$ cat config.mk
export PLATFORM = sky130hd
export DESIGN_NAME = fpga_power_sequencer_core
export DESIGN_NICKNAME = d
export VERILOG_FILES = /design/src/sv/fps_pkg.sv /design/src/sv/fps_cfg_regs.sv /design/src/sv/fps_step.sv /design/src/sv/fpga_power_sequencer_core.sv
export SDC_FILE = /design/constraint.sdc
export NUM_CORES = 1
export LEC_CHECK = 0
export BUFFER_PORTS_ARGS = -buffer_cell sky130_fd_sc_hd__buf_2
export CAP_MARGIN = 10
export CORE_MARGIN = 2
export CORE_UTILIZATION = 45
export CTS_BUF_LIST = sky130_fd_sc_hd__clkbuf_2 sky130_fd_sc_hd__clkbuf_4 sky130_fd_sc_hd__clkbuf_8
export DETAILED_ROUTE_END_ITERATION = 16
export HOLD_SLACK_MARGIN = 0.08
export PLACE_DENSITY_LB_ADDON = 0.15
export SKIP_CTS_REPAIR_TIMING = 1
export SLEW_MARGIN = 20
export SYNTH_ARGS = -nofsm -noshare
export SYNTH_HDL_FRONTEND = slang
export SYNTH_SLANG_ARGS = --single-unit
$ cat constraint.sdc
create_clock -name clk -period 4.17 [get_ports clk]
set_clock_uncertainty 0.15 [all_clocks]
set_input_delay 0.417 -clock clk [delete_from_list [all_inputs] [get_ports clk]]
set_output_delay 0.417 -clock clk [all_outputs]
set_load 0.05 [all_outputs]
$ cat src/sv/fps_pkg.sv
// package: types, register indexes, reset values and phase codes for the fpga power sequencer
package fps_pkg;

	localparam int unsigned CFG_IDX_W  = 3;
	localparam int unsigned CFG_DATA_W = 32;

	localparam logic [CFG_IDX_W-1:0] REG_LOW_STABLE  = 3'd0;
	localparam logic [CFG_IDX_W-1:0] REG_HIGH_STABLE = 3'd1;
	localparam logic [CFG_IDX_W-1:0] REG_WDT_TIMEOUT = 3'd2;
	localparam logic [CFG_IDX_W-1:0] REG_WDT_ENABLE  = 3'd3;
	localparam logic [CFG_IDX_W-1:0] REG_BOOT_SEL    = 3'd4;

	localparam logic [15:0] RST_LOW_STABLE  = 16'd150;
	localparam logic [15:0] RST_HIGH_STABLE = 16'd3;
	localparam logic [31:0] RST_WDT_TIMEOUT = 32'd3000;
	localparam logic        RST_WDT_ENABLE  = 1'b1;
	localparam logic [1:0]  RST_BOOT_SEL    = 2'd0;

	localparam logic [2:0] CODE_DOWN   = 3'd0;
	localparam logic [2:0] CODE_OFF    = 3'd1;
	localparam logic [2:0] CODE_UP     = 3'd2;
	localparam logic [2:0] CODE_READY  = 3'd3;
	localparam logic [2:0] CODE_CONFIG = 3'd4;
	localparam logic [2:0] CODE_ACTIVE = 3'd5;

	typedef enum logic [5:0] {
		PH_DOWN   = 6'b000001,
		PH_OFF    = 6'b000010,
		PH_UP     = 6'b000100,
		PH_READY  = 6'b001000,
		PH_CONFIG = 6'b010000,
		PH_ACTIVE = 6'b100000
	} phase_t;

	typedef struct packed {
		logic        activate;
		logic        rail_high;
		logic        watchdog_line;
		logic        fpga_mem_pick;
		logic [31:0] tick_now;
	} in_beat_t;

	typedef struct packed {
		logic [2:0] fsm_state;
		logic       cfg_mem_pin;
		logic [1:0] boot_pins;
		logic       init_hold_low;
		logic       power_enable;
		logic       i2c_released;
		logic       i2c_accessible;
		logic       mem_choice;
	} out_beat_t;

	typedef struct packed {
		logic [15:0] low_stable_ticks;
		logic [15:0] high_stable_ticks;
		logic [31:0] watchdog_timeout_ticks;
		logic        watchdog_enable;
		logic [1:0]  boot_sel;
	} cfg_t;

	typedef struct packed {
		phase_t      phase;
		logic        mem_toggle;
		logic        low_armed;
		logic [15:0] low_start_tick;
		logic        high_armed;
		logic [15:0] high_start_tick;
		logic        kick_level;
		logic [31:0] last_kick_tick;
		logic        pin_mem;
		logic [1:0]  pin_boot;
		logic        pin_init_low;
		logic        pin_power;
		logic        pin_i2c_rel;
	} seq_state_t;

	function automatic logic [2:0] phase_code(input phase_t ph);
		logic [2:0] code;
		code = CODE_DOWN;
		unique case (ph)
			PH_DOWN:   code = CODE_DOWN;
			PH_OFF:    code = CODE_OFF;
			PH_UP:     code = CODE_UP;
			PH_READY:  code = CODE_READY;
			PH_CONFIG: code = CODE_CONFIG;
			PH_ACTIVE: code = CODE_ACTIVE;
			default:   code = CODE_DOWN;
		endcase
		return code;
	endfunction

endpackage

$ cat src/sv/fps_cfg_regs.sv
// configuration register file of the fpga power sequencer
module fps_cfg_regs (
	input  logic                             clk,
	input  logic                             arst_n,
	input  logic                             cfg_we,
	input  logic [fps_pkg::CFG_IDX_W-1:0]    cfg_index,
	input  logic [fps_pkg::CFG_DATA_W-1:0]   cfg_wdata,
	output fps_pkg::cfg_t                    cfg
);
	import fps_pkg::*;

	cfg_t cfg_q;

	always_ff @(posedge clk or negedge arst_n) begin
		if (!arst_n) begin
			cfg_q.low_stable_ticks       <= RST_LOW_STABLE;
			cfg_q.high_stable_ticks      <= RST_HIGH_STABLE;
			cfg_q.watchdog_timeout_ticks <= RST_WDT_TIMEOUT;
			cfg_q.watchdog_enable        <= RST_WDT_ENABLE;
			cfg_q.boot_sel               <= RST_BOOT_SEL;
		end else if (cfg_we) begin
			unique case (cfg_index)
				REG_LOW_STABLE:  cfg_q.low_stable_ticks       <= cfg_wdata[15:0];
				REG_HIGH_STABLE: cfg_q.high_stable_ticks      <= cfg_wdata[15:0];
				REG_WDT_TIMEOUT: cfg_q.watchdog_timeout_ticks <= cfg_wdata[31:0];
				REG_WDT_ENABLE:  cfg_q.watchdog_enable        <= cfg_wdata[0];
				REG_BOOT_SEL:    cfg_q.boot_sel               <= cfg_wdata[1:0];
				default: ;
			endcase
		end
	end

	assign cfg = cfg_q;

endmodule

$ cat src/sv/fps_step.sv
// next-state and pin logic for one control step of the fpga power sequencer
module fps_step (
	input  fps_pkg::cfg_t       cfg,
	input  fps_pkg::seq_state_t cur,
	input  fps_pkg::in_beat_t   beat,
	output fps_pkg::seq_state_t nxt,
	output fps_pkg::out_beat_t  res
);
	import fps_pkg::*;

	logic [15:0] now16;
	logic [15:0] low_elapsed;
	logic [15:0] high_elapsed;
	logic        kick_changed;
	logic [31:0] kick_elapsed;
	logic        wdt_ok;
	logic        shutdown;
	logic [2:0]  code;

	assign now16        = beat.tick_now[15:0];
	assign low_elapsed  = now16 - cur.low_start_tick;
	assign high_elapsed = now16 - cur.high_start_tick;
	assign kick_changed = cur.kick_level != beat.watchdog_line;
	assign kick_elapsed = beat.tick_now - cur.last_kick_tick;
	assign wdt_ok       = !cfg.watchdog_enable || kick_changed ||
		(kick_elapsed <= cfg.watchdog_timeout_ticks);
	assign shutdown     = !wdt_ok || !beat.activate;

	always_comb begin
		nxt = cur;
		unique case (cur.phase)
			PH_DOWN: begin
				if (!beat.rail_high) begin
					if (!cur.low_armed) begin
						nxt.low_armed      = 1'b1;
						nxt.low_start_tick = now16;
					end else if (low_elapsed >= cfg.low_stable_ticks) begin
						nxt.low_armed = 1'b0;
						nxt.phase     = PH_OFF;
					end
				end
			end
			PH_OFF: begin
				if (beat.activate) begin
					nxt.pin_init_low = 1'b1;
					nxt.pin_power    = 1'b1;
					nxt.phase        = PH_UP;
				end
			end
			PH_UP: begin
				if (beat.rail_high) begin
					if (!cur.high_armed) begin
						nxt.high_armed      = 1'b1;
						nxt.high_start_tick = now16;
					end else if (high_elapsed >= cfg.high_stable_ticks) begin
						nxt.high_armed = 1'b0;
						nxt.phase      = PH_READY;
					end
				end
			end
			PH_READY: begin
				if (!beat.activate) begin
					nxt.pin_mem      = 1'b0;
					nxt.pin_boot     = 2'd0;
					nxt.pin_init_low = 1'b0;
					nxt.pin_power    = 1'b0;
					nxt.phase        = PH_DOWN;
				end else begin
					nxt.pin_mem        = cur.mem_toggle;
					nxt.pin_boot       = cfg.boot_sel;
					nxt.pin_init_low   = 1'b0;
					nxt.pin_i2c_rel    = 1'b1;
					nxt.phase          = PH_CONFIG;
					nxt.kick_level     = 1'b0;
					nxt.last_kick_tick = beat.tick_now;
				end
			end
			PH_CONFIG, PH_ACTIVE: begin
				// watchdog restart on a line toggle
				if (cfg.watchdog_enable && kick_changed) begin
					nxt.kick_level     = beat.watchdog_line;
					nxt.last_kick_tick = beat.tick_now;
				end
				if (shutdown) begin
					nxt.mem_toggle   = !cur.mem_toggle;
					nxt.pin_mem      = 1'b0;
					nxt.pin_boot     = 2'd0;
					nxt.pin_init_low = 1'b0;
					nxt.pin_power    = 1'b0;
					nxt.phase        = PH_DOWN;
				end else if (cur.phase == PH_CONFIG) begin
					if (beat.watchdog_line) begin
						nxt.phase = PH_ACTIVE;
					end
				end else begin
					nxt.pin_mem = beat.fpga_mem_pick;
				end
			end
			default: begin
				nxt.pin_mem      = 1'b0;
				nxt.pin_boot     = 2'd0;
				nxt.pin_init_low = 1'b0;
				nxt.pin_power    = 1'b0;
				nxt.phase        = PH_DOWN;
			end
		endcase
	end

	assign code = phase_code(nxt.phase);

	always_comb begin
		res.fsm_state      = code;
		res.cfg_mem_pin    = nxt.pin_mem;
		res.boot_pins      = nxt.pin_boot;
		res.init_hold_low  = nxt.pin_init_low;
		res.power_enable   = nxt.pin_power;
		res.i2c_released   = nxt.pin_i2c_rel;
		res.i2c_accessible = (code == CODE_OFF) || (code == CODE_READY);
		res.mem_choice     = nxt.mem_toggle;
	end

endmodule

$ cat src/sv/fpga_power_sequencer_core.sv
// top level of the fpga power sequencer: input stage, step logic, result register
//
// channel  | signals                       | direction
// ---------+-------------------------------+----------
// in       | in_valid, in_ready, in_data   | sink
// out      | out_valid, out_ready, out_data| source
// cfg      | cfg_we, cfg_index, cfg_wdata  | sink, write only
//
// one beat per cycle while the output is not stalled; a taken beat's result becomes valid
// when it moves from the input register, through step logic, into the result register
// sequencer state updates when a beat moves from the input to the result register
// a stalled output holds both registers; the input still takes a beat while its register is free
// reset clears the control state and loads the register reset values
module fpga_power_sequencer_core (
	input  logic                           clk,
	input  logic                           arst_n,
	input  logic                           in_valid,
	output logic                           in_ready,
	input  fps_pkg::in_beat_t              in_data,
	output logic                           out_valid,
	input  logic                           out_ready,
	output fps_pkg::out_beat_t             out_data,
	input  logic                           cfg_we,
	input  logic [fps_pkg::CFG_IDX_W-1:0]  cfg_index,
	input  logic [fps_pkg::CFG_DATA_W-1:0] cfg_wdata
);
	import fps_pkg::*;

	cfg_t       cfg;
	seq_state_t state_q;
	seq_state_t state_nxt;
	in_beat_t   in_s1;
	logic       in_valid_s1;
	out_beat_t  res;
	out_beat_t  out_s2;
	logic       out_valid_s2;
	logic       advance;

	fps_cfg_regs u_cfg (
		.clk       (clk),
		.arst_n    (arst_n),
		.cfg_we    (cfg_we),
		.cfg_index (cfg_index),
		.cfg_wdata (cfg_wdata),
		.cfg       (cfg)
	);

	fps_step u_step (
		.cfg  (cfg),
		.cur  (state_q),
		.beat (in_s1),
		.nxt  (state_nxt),
		.res  (res)
	);

	assign advance  = in_valid_s1 && (!out_valid_s2 || out_ready);
	assign in_ready = !in_valid_s1 || advance;

	always_ff @(posedge clk or negedge arst_n) begin
		if (!arst_n) begin
			in_valid_s1 <= 1'b0;
		end else if (in_ready) begin
			in_valid_s1 <= in_valid;
		end
	end

	always_ff @(posedge clk) begin
		if (in_ready && in_valid) begin
			in_s1 <= in_data;
		end
	end

	always_ff @(posedge clk or negedge arst_n) begin
		if (!arst_n) begin
			out_valid_s2 <= 1'b0;
		end else if (advance) begin
			out_valid_s2 <= 1'b1;
		end else if (out_ready) begin
			out_valid_s2 <= 1'b0;
		end
	end

	always_ff @(posedge clk) begin
		if (advance) begin
			out_s2 <= res;
		end
	end

	always_ff @(posedge clk or negedge arst_n) begin
		if (!arst_n) begin
			state_q.phase           <= PH_DOWN;
			state_q.mem_toggle      <= 1'b0;
			state_q.low_armed       <= 1'b0;
			state_q.low_start_tick  <= 16'd0;
			state_q.high_armed      <= 1'b0;
			state_q.high_start_tick <= 16'd0;
			state_q.kick_level      <= 1'b0;
			state_q.last_kick_tick  <= 32'd0;
			state_q.pin_mem         <= 1'b0;
			state_q.pin_boot        <= 2'd0;
			state_q.pin_init_low    <= 1'b0;
			state_q.pin_power       <= 1'b0;
			state_q.pin_i2c_rel     <= 1'b0;
		end else if (advance) begin
			state_q <= state_nxt;
		end
	end

	assign out_valid = out_valid_s2;
	assign out_data  = out_s2;

`ifndef ASSERT_OFF
	a_advance_fills_out: assert property (@(posedge clk) disable iff (!arst_n)
		advance |=> out_valid_s2)
		else $error("beat moved on but no result was held");

	a_s1_holds_on_stall: assert property (@(posedge clk) disable iff (!arst_n)
		in_valid_s1 && !advance |=> in_valid_s1 && $stable(in_s1))
		else $error("input stage lost a stalled beat");

	a_run_powered: assert property (@(posedge clk) disable iff (!arst_n)
		out_valid_s2 && (out_s2.fsm_state == CODE_CONFIG || out_s2.fsm_state == CODE_ACTIVE)
		|-> out_s2.power_enable && !out_s2.init_hold_low)
		else $error("config or active without power or with init held low");

	a_state_only_on_advance: assert property (@(posedge clk) disable iff (!arst_n)
		!advance |=> $stable(state_q))
		else $error("sequencer state changed without a beat");
`endif

endmodule

# After elaboration in Yosys (flattened, before gate mapping)
# Cells that the tools add are included.
# classes
n_addsub,3
n_lt_le_gt_ge,3
eq_ne,20
n_mux,34
bitwise,3
reduce_logical,31
# op_table
op,count
$mux W33,2
$pmux W33 S2,1
$mux W6,10
$ge A16 B16 Y1,2
$le A32 B32 Y1,1
$sub A16 B16 Y16,2
$sub A32 B32 Y32,1
$pmux W6 S5,1
$pmux W3 S5,1
$mux W1,13
$eq A6 B2 Y1 const B,2
$eq A6 B3 Y1 const B,2
$eq A6 B4 Y1 const B,2
$eq A6 B5 Y1 const B,2
$eq A6 B6 Y1 const B,2
$reduce_and A4 Y1,3
$reduce_and A2 Y1,5
$eq A3 B2 Y1 const B,3
$pmux W3 S3,1
$mux W4,2
$pmux W2 S4,1
$eq A3 B1 Y1 const B,2
$eq A6 B1 Y1 const B,1
$logic_not A1 Y1,6
14 further kinds,26
# totals
regBits,196
inputBits,76
word_cells,127

# Longest topological paths before layout
# Gate-level depths: netlist of run 1.
# depth
word_depth,11
mapped_depth,22

# Cells and area by module
# Synthesis of run 1 repeated with hierarchy kept, for this count alone.
# unflattened
hier_cells,1237
area_unflattened_um2,12823.5
# by_module_without_submodules
mod,n_inst,cells_per_inst,area_per_inst_um2,seq_area_each_um2
fps_step,1,867,5733.0,0.0
fpga_power_sequencer_core,1,224,4510.6,3464.6
fps_cfg_regs,1,146,2580.0,1694.1

# Least setup slack after synthesis of run 1
# No wires, ideal clock.
# synth_path
kind,register to register
from,reg in_s1[1] in the netlist's numbering
to,reg state_q[3] in the netlist's numbering
arrival_ns,4.000
required_ns,3.899
setup_slack_ns,-0.101
stages_incl_launch_ff,20
path_buffers,0
cell_sequence,edfxtp_1 > inv_1 > fa_1 > nor2b_1 > o21ai_1 > a21oi_2 > o21ai_1 > a21oi_1 > o21ai_1 > nand2b_1 > a2111oi_0 > or3b_1 > ha_1 > nand4_1 > nor4_1 > o31a_1 > o31ai_2 > and2_1 > or3_1 > a22o_1
# synth_between
elab_chain_cells,7
# synth_rtl
element,line_no,rtl
from (decl),fpga_power_sequencer_core.sv:32,in_beat_t in_s1;
from (signal assigned),fpga_power_sequencer_core.sv:69,in_s1 <= in_data;
$sub A32 B32 Y32,fps_step.sv:24,assign kick_elapsed = beat.tick_now - cur.last_kick_tick;
$le A32 B32 Y1,fps_step.sv:26,(kick_elapsed <= cfg.watchdog_timeout_ticks);
$logic_or A1 B1 Y1,fps_step.sv:25,assign wdt_ok = !cfg.watchdog_enable || kick_changed ||
$logic_not A1 Y1,fps_step.sv:27,assign shutdown = !wdt_ok || !beat.activate;
$logic_or A1 B1 Y1,fps_step.sv:27,
$mux W4,fps_step.sv:84,if (shutdown) begin
$pmux W3 S3,fps_step.sv:31,unique case (cur.phase)
to (signal assigned),fpga_power_sequencer_core.sv:105,state_q <= state_nxt;
to (decl),fpga_power_sequencer_core.sv:30,seq_state_t state_q;
# No other way between the ends.
# A chain may end at the register's enable or synchronous reset.

# Worst setup path in the final report of run 1
# layout_path
from,reg in_s1[0] in the netlist's numbering
to,reg state_q[4] in the netlist's numbering
# Same word-level chain as after synthesis.

==> results of run 1 <==
cells in the mapped netlist (all sizes together), types with 9 or more instances:
cell type  count
dfrtp        134
o21a          17
clkbuf        25
nand2b        14
xor2          17
nor4           9
nand2        166
dfstp         15
edfxtp        47
or2            9
mux2          13
inv          149
nand3         17
ha           125
nor2b         11
a21oi         64
xnor2         44
nor3          22
o21ai        147
nor2          45
a21o          37
nand4         16
metal layers:
| metal | track usage | wire length, µm | vias to the layer above |
|---|---|---|---|
| li1 | - | - | 4832 |
| met1 | 0.284 | 13600 | 4489 |
| met2 | 0.328 | 13400 | 133 |
| met3 | 0.0275 | 710 | 21 |
| met4 | 0.0495 | 430 | 0 |
| met5 | 0 | 0 | - |
final cells by class:
cell class | count | area (µm²)
Multi-Input combinational cell | 869 | 6330
Clock inverter | 13 | 150
Tap cell | 335 | 419
Sequential cell | 196 | 5160
Timing Repair Buffer | 277 | 2070
Fill cell | 2302 | 10900
Clock buffer | 19 | 249
Inverter | 150 | 563
critical path: stages, from the launching register on:
cell	delay, ns
edfxtp_1	0.39
inv_2	0.07
ha_4	0.17
fa_2	0.39
nor2b_2	0.14
o21ai_2	0.08
a21oi_2	0.19
o21ai_2	0.11
a21oi_2	0.22
buf_4	0.16
nor2b_2	0.04
o21bai_1	0.16
a21oi_2	0.08
xnor2_1	0.19
ha_1	0.27
nand4_1	0.18
nor4_2	0.07
buf_4	0.14
nand2_2	0.05
nand3_2	0.08
a22oi_2	0.18
o31ai_2	0.09
buf_4	0.16
and2_4	0.18
or3_4	0.38
a22o_1	0.18
worst paths after layout:
path	startpoint	endpoint	depth (start not counted)
min in group asynchronous	arst_n	u_cfg.cfg[38]	2
max reg2reg	in_s1[0]	state_q[4]	25
max in group asynchronous	arst_n	u_cfg.cfg[14]	3
max	in_s1[0]	state_q[4]	25
min	cfg_wdata[4]	u_cfg.cfg[55]	3
min reg2reg	state_q[0]	state_q[0]	1
logic make-up (layout without fill, tap and decap cells):
| logic type | after synthesis | after routing |
|---|---|---|
| DFF | 196 | 196 |
| AOI/OAI and AO/OA | 324 | 324 |
| and+or+nand+nor | 341 | 341 |
| adders and majority gates | 128 | 128 |
| buffers and inverters | 180 | 459 |
| muxes | 15 | 15 |
| xor gates and xnor gates | 61 | 61 |
flip-flops by register name, summed over array words and instances, names as in the netlist:
signal and count:
state_q 80, u_cfg.cfg 67, in_s1 36, out_data 11, in_valid_s1 1, out_valid 1
power groups by stage:
| stage | logic, µW | registers (µW) | clock network, µW |
|---|---|---|---|
| floorplan | 1950 | 2510 | 0 |
| global placement | 2770 | 2470 | 0 |
| detailed placement | 2820 | 2490 | 0 |
| CTS | 2840 | 2450 | 1320 |
| global route | 3550 | 2480 | 1390 |
| finish | 3170 | 2450 | 1280 |
through the flow:
stage          hold slack, ns  power (µW)  setup slack (ns)  cells
3_5_place_dp            0.304        5300            -0.604   1740
5_1_grt                0.0813        7430            -0.628   1859
2_1_floorplan         -0.0286        4460          -0.00659   1245
3_3_place_gp            0.297        5240            -0.444   1740
4_1_cts               -0.0717        6600            -0.624   1772
6_report               0.0709        6890            -0.440   1859
==> flow_summary.ini, run 1 <==
[routing]
num_vias = 9475
drt-initial-drc-count = 552
antenna_left = 0
drc = 0
wl_mm = 28.1
wl_per_cell_um = 15.1
vias_per_cell = 5.10
dr.pass1.iters = 5

[worst_setup_path]
required_ns = 4.38
cp_data_arrival_time_ns = 4.82
crit_type = flop to flop
rrSetupSlack_ns = -0.44
cp-start-kind = flop
critPathMaxFanout = 6
end_kind = flop

[layout]
layout_common_cells = nand2_1 (164), inv_1 (145), dfrtp_1 (134)
nets = 1715
final_area_um2 = 14900
mostFrequentLayoutCell = nand2_1
antenna_cells = 0
drive_above_1_share = 0.235
area_delta_synth_final_pct = 26.9
final_util = 0.578

[logic_synthesis]
yosys-top-cells-area = dfrtp_1 (28%), ha_1 (13%), edfxtp_1 (12%)
synth_top_area_share = 0.285
synth_ff_type = dfrtp_1
synth-seq-cells = 196
synth_top_family_by_area = compound AO/OA/AOI/OAI gates
ys_types = 70
async_flop_share = 0.760
synth.avg_cell_area_um2 = 9.45
synth_compound_area_frac = 0.169
ys_seq_area_frac = 0.438
yosysWarningCount = 0
synthCells = 1245
muxShareOfSynthArea = 0.0141
syn_nets = 1449
synth-edff-count = 47
synth_fa_ha_area_frac = 0.138
synth-simple-area-share = 0.136
synth_top_area_cell = dfrtp_1
syn-cell-area_um2 = 11800
synth-xor-area-share = 0.0454

[pwr]
powerDensity_nw_per_um2 = 462
ir_drop_mv = 0.193
p_int_uw = 4370
pwr-share-comb = 0.459
clkPwrFrac = 0.186
seqPwrFrac = 0.355
swShare = 0.366
leakagePower_uw = 0.00706
switchingPower_uw = 2520

[placed_design]
dpl_cell_area_um2 = 13300
gp_congestion = 0.866
dpl.hpwl_mm = 20.8
port_buffers = 88

[sta]
timing.final.ws_setup_ns = -0.440
rsz0062_at_grt = yes
max_freq_mhz = 217
hold_viol = 0
setup_violations = 23
setup_tns_ns = -7.47
period_share = 1.11
relSlewSlack = 0.324
maxSlewViolCount = 0
period_needed_ns = 4.61
worst-slew-pin-transition_ns = 1.01

[global_route]
grt_max_degree = 99
antenna_found_initial = 0
grt.overflow.total = 0
grt_usage = 0.201
grt_first_pass_wirelength_mm = 44.8
grt_pass1_vias = 8989

[floorplanning]
design.core.area_um2 = 25800
die_y_um = 166
initial_core_util = 0.456
io_pins = 89
die-width_um = 166
dieArea_um2 = 27500
rows = 59

[min_path]
worstHoldPathType = primary input to flop

[clock_tree]
htree_levels = 4
clock_sinks = 196
cts_tree = built
clk_pin_slew_worst_paths_ns = 0.10
cts_max_path_buffers = 2
cts_made_buffers = 17
clock_latency_ns = 0.46
cts-root-buf = clkbuf_8

[status]
status = complete, but fails checks
violations = setup timing

[run]
max_cap_viol_count = 0
No activity file was read; power rests on OpenSTA's default activity.
==> inputs of run 2 (changes only) <==
--- a/config.mk
+++ b/config.mk
@@ -5,6 +5,7 @@
 export SDC_FILE = /design/constraint.sdc
 export NUM_CORES = 1
 export LEC_CHECK = 0
+export ABC_AREA = 1
 export BUFFER_PORTS_ARGS = -buffer_cell sky130_fd_sc_hd__buf_2
 export CAP_MARGIN = 10
 export CORE_MARGIN = 2
==> run 2 against run 1 <==
  * Sequential share of layout area grew 1.4 points
  * The flow now finishes without violations
  * Synthesized cell count grew 21%
  * Non-clock buffer count fell by 98
  * Clock power decreased by 5%
  * Die area is 4.5% higher
  * Flip-flop and latch count unchanged
  * Global-route usage grew 1.0 points
  * Via count up 6.5%
  * Final area decreased by 3.8%
  * Worst hold slack worse by 0.023 ns
  * Sequential power grew 8%
  * Maximum frequency grew 18%
==> flow_summary.ini, run 2 <==
[routing]
num_vias = 10087
wl_per_cell_um = 14.8
drc = 0
vias_per_cell = 4.97
antenna_left = 0
dr.pass1.iters = 5
wl_mm = 30.0
drt-initial-drc-count = 644

[placed_design]
port_buffers = 88
pre_cts_ws_ns = 0.131
gp_congestion = 0.871
dpl.hpwl_mm = 22.7
dp_cells = 1923

[global_route]
grt.overflow.total = 0
antenna_found_initial = 0
grt_max_degree = 80
grt_usage = 0.211
grt_first_pass_wirelength_mm = 47.7
grt_pass1_vias = 9352

[logic_synthesis]
synth-simple-area-share = 0.179
synth_most_common_cell = nand2_1
ys_types = 49
yosys-top-cells-area = dfrtp_1 (27%), ha_1 (13%), edfxtp_1 (11%)
synth_top_family_by_area = simple AND/OR/NAND/NOR gates
synth_compound_area_frac = 0.137
yosys-top-cells-count = nand2_1 (355), inv_1 (259), dfrtp_1 (134)
synth_ff_type = dfrtp_1
muxShareOfSynthArea = 0
synth_top_area_share = 0.272
async_flop_share = 0.760
synth-edff-count = 47
yosysWarningCount = 0
synth_top_area_cell = dfrtp_1
syn_nets = 1710
synth-xor-area-share = 0.0405
synthCells = 1506
syn-cell-area_um2 = 12300
synth.avg_cell_area_um2 = 8.18
synth_fa_ha_area_frac = 0.132
ys_seq_area_frac = 0.419
synth-seq-cells = 196

[layout]
multi_input_area_um2 = 6130
n_fill_cell = 2580
seqCellArea_um2 = 5160
nets = 1880
layout.cells.non_filler = 2030
area_delta_synth_final_pct = 16.6
layout_common_cells = nand2_1 (351), inv_1 (257), dfrtp_1 (134)
antenna_cells = 0
drive_above_1_share = 0.137
mostFrequentLayoutCell = nand2_1
largest_reg_flops = 80
regMostFlops = state_q

[worst_setup_path]
rrSetupSlack_ns = 0.28
reg2reg_to = out_data[0]
path_buf_inv = 2
required_ns = 4.29
cp_slowest_stage_delay_ns = 0.47
end_kind = flop
critPathSlowestCell = edfxtp_1
cp_data_arrival_time_ns = 4.01
path_delay_family = simple AND/OR/NAND/NOR gates
cp_cell_sequence = buf_4 > ha_1 > nand2_1 > nor2_1 > nor3_4 > o21ai_2 > inv_1 > o31ai_2 > nand3_1 > nand3_1 > nand2_1 > ha_1 > a21oi_1 > o21ai_0 > nand2_1 > nand2_1 > a21oi_1 > nand2_1 > nand2_2 > nand2_1 > nand2_1 > nand2_1 > and2_1
cp_common_cell = nand2_1
critPathMaxFanout = 4
r2r-start = in_s1[1]
crit_type = flop to flop
r2r_cells = 23
cp-start-kind = flop

[clock_tree]
clk_pin_slew_worst_paths_ns = 0.11
cts_tree = built
cts_made_buffers = 17
cts_max_path_buffers = 2
clock_sinks = 196
htree_levels = 4
cts-root-buf = clkbuf_8
clock_latency_ns = 0.50

[sta]
timing.final.ws_setup_ns = 0.276
maxSlewViolCount = 0
holdWs_ns = 0.0482
period_needed_ns = 3.89
period_share = 0.934
hold_viol = 0
worst-slew-pin-transition_ns = 1.04
setup_violations = 0
rsz0062_at_grt = yes
relSlewSlack = 0.304
setup_tns_ns = 0
max_freq_mhz = 257

[floorplanning]
dieArea_um2 = 28700
die-width_um = 169
rows = 60
initial_core_util = 0.457
die_y_um = 169
design.core.area_um2 = 27000
io_pins = 89

[pwr]
leakagePower_uw = 0.00722
ir_drop_mv = 0.339
powerDensity_nw_per_um2 = 599

[min_path]
worstHoldPathType = primary input to flop
worstHoldStart = cfg_wdata[16]
min_to = u_cfg.cfg[19]
min_delay_path_depth = 3

[run]
max_cap_viol_count = 0

[status]
status = completed
run 2: changes by cell type after synthesis, moves of 32 or more:
cell and delta:
a21oi_1 +49, inv_1 +110, nand2_1 +189, nand3_1 +32, nor2_1 +35, xnor2_1 -35
run 2: layout make-up:
cell class	instances	share of cell area
Clock inverter	14	0.00897
Sequential cell	196	0.359
Tap cell	341	0.0297
Timing Repair Buffer	179	0.0894
Multi-Input combinational cell	1018	0.427
Clock buffer	18	0.0168
Inverter	264	0.0692
run 2: per-layer routing:
layer  share of wire  wire length, µm  up-vias  track usage
li1                -                -     5211            -
met1            0.49            14800     4675        0.300
met2            0.46            13900      177        0.345
met3           0.034             1020       24       0.0329
met4          0.0098              294        0       0.0405
met5               0                0        -            0
run 2: stage by stage:
step | power (µW) | instance area (µm²) | utilization
6_report | 8610 | 14400 | 0.533
3_3_place_gp | 7110 | 13200 | 0.489
4_1_cts | 8450 | 13500 | 0.503
2_1_floorplan | 6040 | 12300 | -
3_5_place_dp | 7210 | 13200 | 0.489
5_1_grt | 9470 | 14400 | 0.533
run 2: worst max path at each step:
stage                   from           to  slack (ns)  cells past startpoint
floorplan           in_s1[1]  out_data[0]        0.55                     26
global placement    in_s1[8]  out_data[0]        0.16                     21
detailed placement  in_s1[0]  out_data[0]        0.13                     24
CTS                 in_s1[0]  out_data[8]         0.1                     23
global route        in_s1[0]  out_data[0]      -0.009                     27
finish              in_s1[1]  out_data[0]        0.28                     23
run 2: kinds of logic (layout without fill, tap and decap cells):
| family | Yosys count | in the layout |
|---|---|---|
| DFF | 196 | 196 |
| buffers and inverters | 292 | 475 |
| adders and majority gates | 128 | 128 |
| and+or+nand+nor | 533 | 533 |
| AOI/OAI and AO/OA | 300 | 300 |
| xor gates and xnor gates | 57 | 57 |
run 2: where the power goes:
part | switching [µW] | internal, µW
clock network | 737 | 487
logic | 2880 | 1860
registers | 220 | 2420
run 2: worst min-delay path, stage by stage:
cell,delay [ns]
buf_2,0.08
nor2_1,0.05
a21oi_1,0.10
